## config.mk

```make
export PLATFORM = sky130hd
export DESIGN_NAME = nat_ctrl
export DESIGN_NICKNAME = d
export VERILOG_FILES = /design/src/rtl/nat_pkg.sv /design/src/rtl/nat_ctrl.sv
export SDC_FILE = /design/constraint.sdc
export NUM_CORES = 1
export LEC_CHECK = 0
export BUFFER_PORTS_ARGS = -buffer_cell sky130_fd_sc_hd__buf_2
export CAP_MARGIN = 15
export CORE_UTILIZATION = 25
export CTS_CLUSTER_SIZE = 30
export DETAILED_ROUTE_END_ITERATION = 10
export HOLD_SLACK_MARGIN = 0.06
export PLACE_DENSITY = 0.41
export SETUP_SLACK_MARGIN = 0.05
export SKIP_CTS_REPAIR_TIMING = 1
export SYNTH_ARGS = -nofsm -noshare
export SYNTH_HDL_FRONTEND = slang
export SYNTH_SLANG_ARGS = --single-unit
```

## constraint.sdc

```tcl
create_clock -name i_clk -period 8 [get_ports i_clk]
set_input_delay 1.6 -clock i_clk [delete_from_list [all_inputs] [get_ports i_clk]]
set_output_delay 1.6 -clock i_clk [all_outputs]
set_load 0.02 [all_outputs]
```

## src/rtl/nat_pkg.sv

```systemverilog
// Shared constants, codes and types of the node address table.
package nat_pkg;

    // Table geometry
    localparam int NODES  = 64;
    localparam int IDX_W  = (NODES > 1) ? $clog2(NODES) : 1;
    localparam int CNT_W  = $clog2(NODES + 1);
    localparam logic [IDX_W-1:0] LAST_IDX = IDX_W'(NODES - 1);

    // Field widths
    localparam int OP_W     = 1;
    localparam int SHORT_W  = 16;
    localparam int EXT_W    = 64;
    localparam int STATUS_W = 3;
    localparam int SLOT_W   = 6;
    localparam int COUNT_W  = 7;

    // Stream data widths, padded to whole bytes
    localparam int S_DATA_W = ((SHORT_W + EXT_W + 7) / 8) * 8;
    localparam int M_BITS   = STATUS_W + SLOT_W + COUNT_W + 1;
    localparam int M_DATA_W = ((M_BITS + 7) / 8) * 8;

    // Operation codes
    localparam logic [OP_W-1:0] OP_JOIN  = 1'b0;
    localparam logic [OP_W-1:0] OP_LEAVE = 1'b1;

    // Status codes
    localparam logic [STATUS_W-1:0] ST_UPDATED  = 3'd0;
    localparam logic [STATUS_W-1:0] ST_INSERTED = 3'd1;
    localparam logic [STATUS_W-1:0] ST_FULL     = 3'd2;
    localparam logic [STATUS_W-1:0] ST_REMOVED  = 3'd3;
    localparam logic [STATUS_W-1:0] ST_NOTFOUND = 3'd4;

    // One stored table entry
    typedef struct packed {
        logic [SHORT_W-1:0] short_addr;
        logic [EXT_W-1:0]   ext_addr;
    } t_entry;

    // Access to the entry memory
    typedef struct packed {
        logic             wr_en;
        logic [IDX_W-1:0] wr_addr;
        t_entry           wr_data;
        logic             rd_en;
        logic [IDX_W-1:0] rd_addr;
    } t_mem_req;

    // One result transaction
    typedef struct packed {
        logic [STATUS_W-1:0] status;
        logic [SLOT_W-1:0]   slot_index;
        logic [COUNT_W-1:0]  device_count;
        logic                list_changed;
    } t_result;

endpackage

```

## src/rtl/nat_ctrl.sv

```systemverilog
// Scan sequencer: valid bits, device count and the join / leave decision.
module nat_ctrl (
    input  logic                         i_clk,
    input  logic                         i_rst_n,
    input  logic                         i_in_fire,
    input  logic [nat_pkg::OP_W-1:0]     i_operation,
    input  logic [nat_pkg::SHORT_W-1:0]  i_short_addr,
    input  logic [nat_pkg::EXT_W-1:0]    i_ext_addr,
    output logic                         o_in_ready,
    output nat_pkg::t_mem_req            o_mem_req,
    input  nat_pkg::t_entry              i_rd_data,
    output logic                         o_res_valid,
    output nat_pkg::t_result             o_res,
    input  logic                         i_res_take
);

    localparam logic [1:0] S_IDLE = 2'd0;
    localparam logic [1:0] S_SCAN = 2'd1;
    localparam logic [1:0] S_DONE = 2'd2;

    localparam int IDX_W = nat_pkg::IDX_W;
    localparam int CNT_W = nat_pkg::CNT_W;

    function automatic logic [nat_pkg::SLOT_W-1:0] to_slot(input logic [IDX_W-1:0] idx);
        logic [nat_pkg::SLOT_W+IDX_W-1:0] w;
        w = {{nat_pkg::SLOT_W{1'b0}}, idx};
        return w[nat_pkg::SLOT_W-1:0];
    endfunction

    function automatic logic [nat_pkg::COUNT_W-1:0] to_count(input logic [CNT_W-1:0] c);
        logic [nat_pkg::COUNT_W+CNT_W-1:0] w;
        w = {{nat_pkg::COUNT_W{1'b0}}, c};
        return w[nat_pkg::COUNT_W-1:0];
    endfunction

    logic [1:0]                   r_state, n_state;
    logic [nat_pkg::OP_W-1:0]     r_op;
    logic [nat_pkg::SHORT_W-1:0]  r_sa;
    logic [nat_pkg::EXT_W-1:0]    r_ea;
    logic [IDX_W-1:0]             r_rd_idx, n_rd_idx;
    logic                         r_issue, n_issue;
    logic                         r_chk_vld, n_chk_vld;
    logic [IDX_W-1:0]             r_chk_idx, n_chk_idx;
    logic                         r_free_found, n_free_found;
    logic [IDX_W-1:0]             r_free_idx, n_free_idx;
    logic [nat_pkg::NODES-1:0]    r_valid, n_valid;
    logic [CNT_W-1:0]             r_count, n_count;
    nat_pkg::t_result             r_res, n_res;

    logic             chk_v;
    logic             hit;
    logic             last_chk;
    logic             finish;
    logic             free_here;
    logic             free_any;
    logic [IDX_W-1:0] free_idx;

    // Evaluate the entry whose read data has just returned
    always_comb begin
        chk_v     = r_valid[r_chk_idx];
        hit       = r_chk_vld && chk_v &&
                    ((r_op == nat_pkg::OP_JOIN) ? (i_rd_data.ext_addr == r_ea)
                                                : (i_rd_data.short_addr == r_sa));
        last_chk  = r_chk_vld && (r_chk_idx == nat_pkg::LAST_IDX);
        finish    = (r_state == S_SCAN) && (hit || last_chk);
        free_here = r_chk_vld && !chk_v;
        free_any  = r_free_found || free_here;
        free_idx  = r_free_found ? r_free_idx : r_chk_idx;
    end

    // Next state, memory access and decision
    always_comb begin
        n_state      = r_state;
        n_rd_idx     = r_rd_idx;
        n_issue      = r_issue;
        n_chk_vld    = 1'b0;
        n_chk_idx    = r_chk_idx;
        n_free_found = r_free_found;
        n_free_idx   = r_free_idx;
        n_valid      = r_valid;
        n_count      = r_count;
        n_res        = r_res;

        o_mem_req.wr_en   = 1'b0;
        o_mem_req.wr_addr = r_chk_idx;
        o_mem_req.wr_data = '{short_addr: r_sa, ext_addr: r_ea};
        o_mem_req.rd_en   = 1'b0;
        o_mem_req.rd_addr = r_rd_idx;

        unique case (r_state)
            S_IDLE: begin
                if (i_in_fire) begin
                    n_state      = S_SCAN;
                    n_rd_idx     = '0;
                    n_issue      = 1'b1;
                    n_free_found = 1'b0;
                end
            end
            S_SCAN: begin
                // Issue one read a cycle
                if (r_issue) begin
                    o_mem_req.rd_en = 1'b1;
                    n_chk_vld       = 1'b1;
                    n_chk_idx       = r_rd_idx;
                    if (r_rd_idx == nat_pkg::LAST_IDX) begin
                        n_issue = 1'b0;
                    end else begin
                        n_rd_idx = r_rd_idx + IDX_W'(1);
                    end
                end
                // Remember the lowest free slot
                if (free_here && !r_free_found) begin
                    n_free_found = 1'b1;
                    n_free_idx   = r_chk_idx;
                end
                // Decide and write back
                if (finish) begin
                    n_state   = S_DONE;
                    n_chk_vld = 1'b0;
                    n_issue   = 1'b0;
                    if (hit && (r_op == nat_pkg::OP_JOIN)) begin
                        o_mem_req.wr_en = 1'b1;
                        n_res = '{status: nat_pkg::ST_UPDATED, slot_index: to_slot(r_chk_idx),
                                  device_count: to_count(r_count), list_changed: 1'b0};
                    end else if (hit) begin
                        n_valid[r_chk_idx] = 1'b0;
                        if (r_count != '0) begin
                            n_count = r_count - CNT_W'(1);
                        end
                        n_res = '{status: nat_pkg::ST_REMOVED, slot_index: to_slot(r_chk_idx),
                                  device_count: to_count(n_count), list_changed: 1'b1};
                    end else if ((r_op == nat_pkg::OP_JOIN) && free_any) begin
                        o_mem_req.wr_en   = 1'b1;
                        o_mem_req.wr_addr = free_idx;
                        n_valid[free_idx] = 1'b1;
                        n_count           = r_count + CNT_W'(1);
                        n_res = '{status: nat_pkg::ST_INSERTED, slot_index: to_slot(free_idx),
                                  device_count: to_count(n_count), list_changed: 1'b1};
                    end else if (r_op == nat_pkg::OP_JOIN) begin
                        n_res = '{status: nat_pkg::ST_FULL, slot_index: '0,
                                  device_count: to_count(r_count), list_changed: 1'b1};
                    end else begin
                        n_res = '{status: nat_pkg::ST_NOTFOUND, slot_index: '0,
                                  device_count: to_count(r_count), list_changed: 1'b0};
                    end
                end
            end
            S_DONE: begin
                if (i_res_take) begin
                    n_state = S_IDLE;
                end
            end
            default: begin
                n_state = S_IDLE;
            end
        endcase
    end

    // Control registers
    always_ff @(posedge i_clk) begin
        if (!i_rst_n) begin
            r_state      <= S_IDLE;
            r_issue      <= 1'b0;
            r_chk_vld    <= 1'b0;
            r_free_found <= 1'b0;
            r_valid      <= '0;
            r_count      <= '0;
        end else begin
            r_state      <= n_state;
            r_issue      <= n_issue;
            r_chk_vld    <= n_chk_vld;
            r_free_found <= n_free_found;
            r_valid      <= n_valid;
            r_count      <= n_count;
        end
    end

    // Payload registers
    always_ff @(posedge i_clk) begin
        if (i_in_fire && (r_state == S_IDLE)) begin
            r_op <= i_operation;
            r_sa <= i_short_addr;
            r_ea <= i_ext_addr;
        end
        r_rd_idx   <= n_rd_idx;
        r_chk_idx  <= n_chk_idx;
        r_free_idx <= n_free_idx;
        r_res      <= n_res;
    end

    assign o_in_ready  = (r_state == S_IDLE);
    assign o_res_valid = (r_state == S_DONE);
    assign o_res       = r_res;

`ifndef SYNTHESIS
    a_count_matches_valid: assert property (@(posedge i_clk) disable iff (!i_rst_n)
        $countones(r_valid) == int'(r_count))
        else $error("device count differs from number of valid slots");

    a_count_bounded: assert property (@(posedge i_clk) disable iff (!i_rst_n)
        int'(r_count) <= nat_pkg::NODES)
        else $error("device count above table size");

    a_write_only_on_finish: assert property (@(posedge i_clk) disable iff (!i_rst_n)
        o_mem_req.wr_en |-> finish)
        else $error("entry write outside a scan decision");

    a_accept_starts_scan: assert property (@(posedge i_clk) disable iff (!i_rst_n)
        (i_in_fire && o_in_ready) |=> (r_state == S_SCAN))
        else $error("accepted transaction did not start a scan");
`endif

endmodule

```

Word level (Yosys, flattened, before mapping)
Cells that the tools add are included.
{"block": "word_totals", "register_bits": 192, "output_inout_bits": 113}
{"block": "classes", "n_addsub": 3, "n_lt_le_gt_ge": 4, "n_eq_ne": 12, "mux": 41, "bitwise_logic": 7, "reduce_logical": 29}
{"operator": "64-bit 2-to-1 mux", "count": 2}
{"operator": "64-bit AND", "count": 1}
{"operator": "64-bit == test", "count": 1}
{"operator": "64-bit NOT", "count": 1}
{"operator": "64-bit OR", "count": 1}
{"operator": "7-bit 2-to-1 mux", "count": 7}
{"operator": "16-bit 2-to-1 mux", "count": 2}
{"operator": "6-bit 2-to-1 mux", "count": 5}
{"operator": "17-bit 2-to-1 mux", "count": 1}
{"operator": "16-bit == test", "count": 1}
{"operator": "6-bit by 7-bit less-than comparator with 1-bit output (second input constant)", "count": 2}
{"operator": "14-bit 2-to-1 mux", "count": 1}
{"operator": "1-bit 2-to-1 mux", "count": 13}
{"operator": "1-bit demux with 6-bit select", "count": 2}
{"operator": "6-bit == test (second input constant)", "count": 2}
{"operator": "6-bit by 1-bit >= comparator with 1-bit output (second input constant)", "count": 2}
{"operator": "6-bit one-hot mux with 2 select lines", "count": 1}
{"operator": "1-bit logical AND", "count": 11}
{"operator": "2-bit != test (second input constant)", "count": 4}
{"operator": "2-bit AND reduction", "count": 4}
{"operator": "4-bit AND reduction", "count": 2}
{"operator": "7-bit by 1-bit adder with 7-bit output (second input constant)", "count": 1}
{"operator": "7-bit nonzero test", "count": 1}
{"operator": "7-bit by 1-bit subtractor with 7-bit output (second input constant)", "count": 1}
{"operator": "15 further kinds", "count": 27}

Depth between registers and ports, before layout
{"block": "logic_depth", "word_depth": 11, "mapped_depth": 14}

Worst setup path after synthesis
OpenSTA, ideal clock, no wires.
{"block": "synth_timing", "path_kind": "input-to-output", "from": "input i_rd_data[73] in the netlist's numbering", "to": "output o_mem_req[93] in the netlist's numbering", "arrival_ns": 4.063, "required_time_ns": 6.400, "setup_slack_ns": 2.337, "stages": 10, "n_path_buf": 2, "path_cell_list": "xnor2_1 nand4_1 nor4_1 o21ai_0 a21o_1 nor2_1 clkbuf_1 clkbuf_1 nand2_1 a211oi_1"}
{"item": "start: declaration", "line_no": "nat_ctrl.sv:11", "rtl": "input nat_pkg::t_entry i_rd_data,"}
{"item": "end: declaration", "line_no": "nat_ctrl.sv:10", "rtl": "output nat_pkg::t_mem_req o_mem_req,"}

==> results.cfg <==
[outcome]
status = finished clean

[timing]
slew_headroom_pct = 26.0
rsz0062_at_grt = no
min_period_ns = 6.80
fmax_ghz = 0.147
min_period_over_period_pct = 85.0
setup-violations-final = 0
finalMaxSlewViolations = 0
skew_ns = 0.0182
fin_ws_ns = 1.20
tightest_slew_ns = 1.11
setup_total_negative_slack_ns = 0
hold_viol_final = 0

[place]
io_buffers = 277
dpl_worst_slack_ns = 1.54
hpwl_mm = 26.4
place.gp.congestion = 0.875

[cts]
cts_root_buf = clkbuf_16
htree_levels = 4
worstSkewPairLatency_ns = 0.46
cts_made_buffers = 17
cts_sinks = 192
cts_max_path_buffers = 2
cts_tree = yes
clk_transition_reported_paths_ns = 0.08

[yosys]
syn_nets = 1060
ys.flop_type = edfxtp_1
synth_most_common_cell = edfxtp_1
synth_area_um2 = 9330
synth_top_area_cell = edfxtp_1
syn_avg_cell_area_um2 = 10.5
synth-edff-count = 116
yosysWarnings = 0
synth_top_area_share_pct = 37.3
ys_types = 63
synth-seq-area-share_pct = 53.6
synth.area.top_cells = edfxtp_1, dfxtp_1, xnor2_1
syn_inst = 891
synth_seq_cells = 192
synthTopCellsByCount = edfxtp_1, xnor2_1, dfxtp_1, nand2_1, o21ai_0
async_reset_ff_share_pct = 0

[die]
io_pins = 278
core_um2 = 36700
die_h_um = 195
die_w_um = 195
dieArea_um2 = 38100
start_util_pct = 25.4
rows = 70

[min_path]
hp-class = flop to flop

[cells_and_area]
fillerInstances = 3790
regArea_um2 = 5000
final_core_util_pct = 32.3
multi_input_area_um2 = 4060
nets = 1321
synthToLayoutAreaGrowth_pct = 27.0
drive_gt1_share_pct = 31.5

[critical_path]
cp_slowest_stage_delay_ns = 0.76
cpMostUsedCell = or4_1
cp-end-kind = primary output
cp_slowest_cell = or4_1
crit_fanout = 22
worstPathRequired_ns = 6.40
critPathKind = flop to primary output
cp_cell_sequence = buf_4, mux2_4, o2bb2ai_1, or4_1, a221oi_2, nand4_1, a21o_1, or4_1, nor2_1, mux2_2, buf_2
critPathArrivalTime_ns = 5.20
reg2reg_slack_ns = 3.23
start_kind = flop

[routing]
first_iter_violations = 736
vias = 8289
firstDrtPassIters = 5
via_per_inst = 5.06
ant_nets = 0
wl_per_cell_um = 21.8
drc = 0
finalWirelength_mm = 35.7

[pwr]
peakVddDrop_uv = 139
p_total_w = 0.00225
power_density_nw_per_um2 = 190
p_leak_nw = 4.31

[global_route]
grt_pass1_vias = 8156
overflow = 0
gr-usage-all-layers_pct = 18.5
grt_max_degree = 83
grt_pass1_wl_mm = 52.2
grt_antenna_before_repair = 6

[run]
drv_cap = 0
-- stage by stage --
step | cell area (um^2) | hold slack, ns | instances
floorplan | 9330 | 0.421 | 891
global placement | 11200 | 0.441 | 1600
global route | 11900 | 0.478 | 1637
detailed placement | 11200 | 0.445 | 1600
CTS | 11800 | 0.459 | 1632
finish | 11900 | 0.466 | 1637
-- final timing paths --
check | start | endpoint | depth (start not counted)
setup reg to reg | r_chk_idx[1]$_DFFE_PP_ | r_valid[22]$_SDFFE_PN0P_ | 11
hold reg to reg | r_issue$_SDFFE_PN0P_ | r_issue$_SDFFE_PN0P_ | 2
hold / removal | r_issue$_SDFFE_PN0P_ | r_issue$_SDFFE_PN0P_ | 2
setup / recovery | r_chk_idx[1]$_DFFE_PP_ | o_mem_req[91] | 11
-- state kept, by name, indices dropped and copies added, names as in the netlist, 2 cells and up --
name	cells
r_valid	64
r_rd_idx	6
r_free_idx	6
r_state	2
r_ea	64
r_chk_idx	6
o_res	17
r_sa	16
r_count	7
-- cells in the final DEF (no fill, tap or decap), drive strengths merged, types with 5 or more instances in the layout --
| master | instances |
|---|---|
| inv | 21 |
| nand3 | 59 |
| nand2 | 71 |
| nand3b | 5 |
| o22ai | 6 |
| a311oi | 9 |
| nor2b | 8 |
| o21a | 6 |
| o21ai | 72 |
| and3 | 11 |
| a41o | 5 |
| a31o | 18 |
| buf | 291 |
| nand4 | 26 |
| mux2 | 12 |
| a31oi | 9 |
| clkbuf | 17 |
| xnor2 | 84 |
| nor3 | 10 |
| nor4 | 8 |
| a221oi | 6 |
| nand2b | 6 |
| a41oi | 6 |
| mux2i | 17 |
| o31ai | 6 |
| a22oi | 7 |
| a211oi | 7 |
| a21oi | 50 |
| dfxtp | 76 |
| clkinv | 9 |
| nor2 | 56 |
| edfxtp | 116 |
| or2 | 7 |
-- critical path, delay by kind of cell (launching register included) --
kind            cells  cell delay (ns)
compound gates      3             0.88
flops               1             0.70
buf+inv             2             0.59
simple gates        4             1.84
mux                 2             0.71
-- cell families (layout without fill, tap and decap cells) --
logic type	after synthesis	in the layout	share of synthesized area, %
buffers and inverters	65	339	2.91
adder cells (fa/ha/maj)	4	4	0.536
AO/OA/AOI/OAI	233	233	16.5
flip-flops	192	192	53.6
AND/OR/NAND/NOR	283	283	15.1
other	0	4	0
XOR/XNOR	85	85	7.98
multiplexers	29	29	3.31
-- layer usage --
| layer | vias to the layer above | GRT usage [%] | share of wire [%] |
|---|---|---|---|
| li1 | 3857 | - | - |
| met1 | 4000 | 23.9 | 43 |
| met2 | 370 | 29.4 | 47 |
| met3 | 58 | 4.46 | 6.6 |
| met4 | 4 | 8.19 | 3.2 |
| met5 | - | 0 | 0.053 |
-- report_power, final --
| part | leakage (nW) | internal [W] | switching [W] |
|---|---|---|---|
| clock | 0.305 | 0.000457 | 0.000459 |
| combinational | 2.32 | 0.0000868 | 0.000135 |
| sequential | 1.69 | 0.00108 | 0.0000280 |
| total | 4.31 | 0.00163 | 0.000622 |
-- final cells by class --
cell class,count,share of cell area (%)
multi-input cells,634,34.3
clock inverters,15,1.73
repair buffers,291,12.6
flip-flops and latches,192,42.2
well taps,468,4.94
clock buffers,17,3.59
inverters,16,0.517
diodes,4,0.0845
No activity file was read; power rests on OpenSTA's default activity.
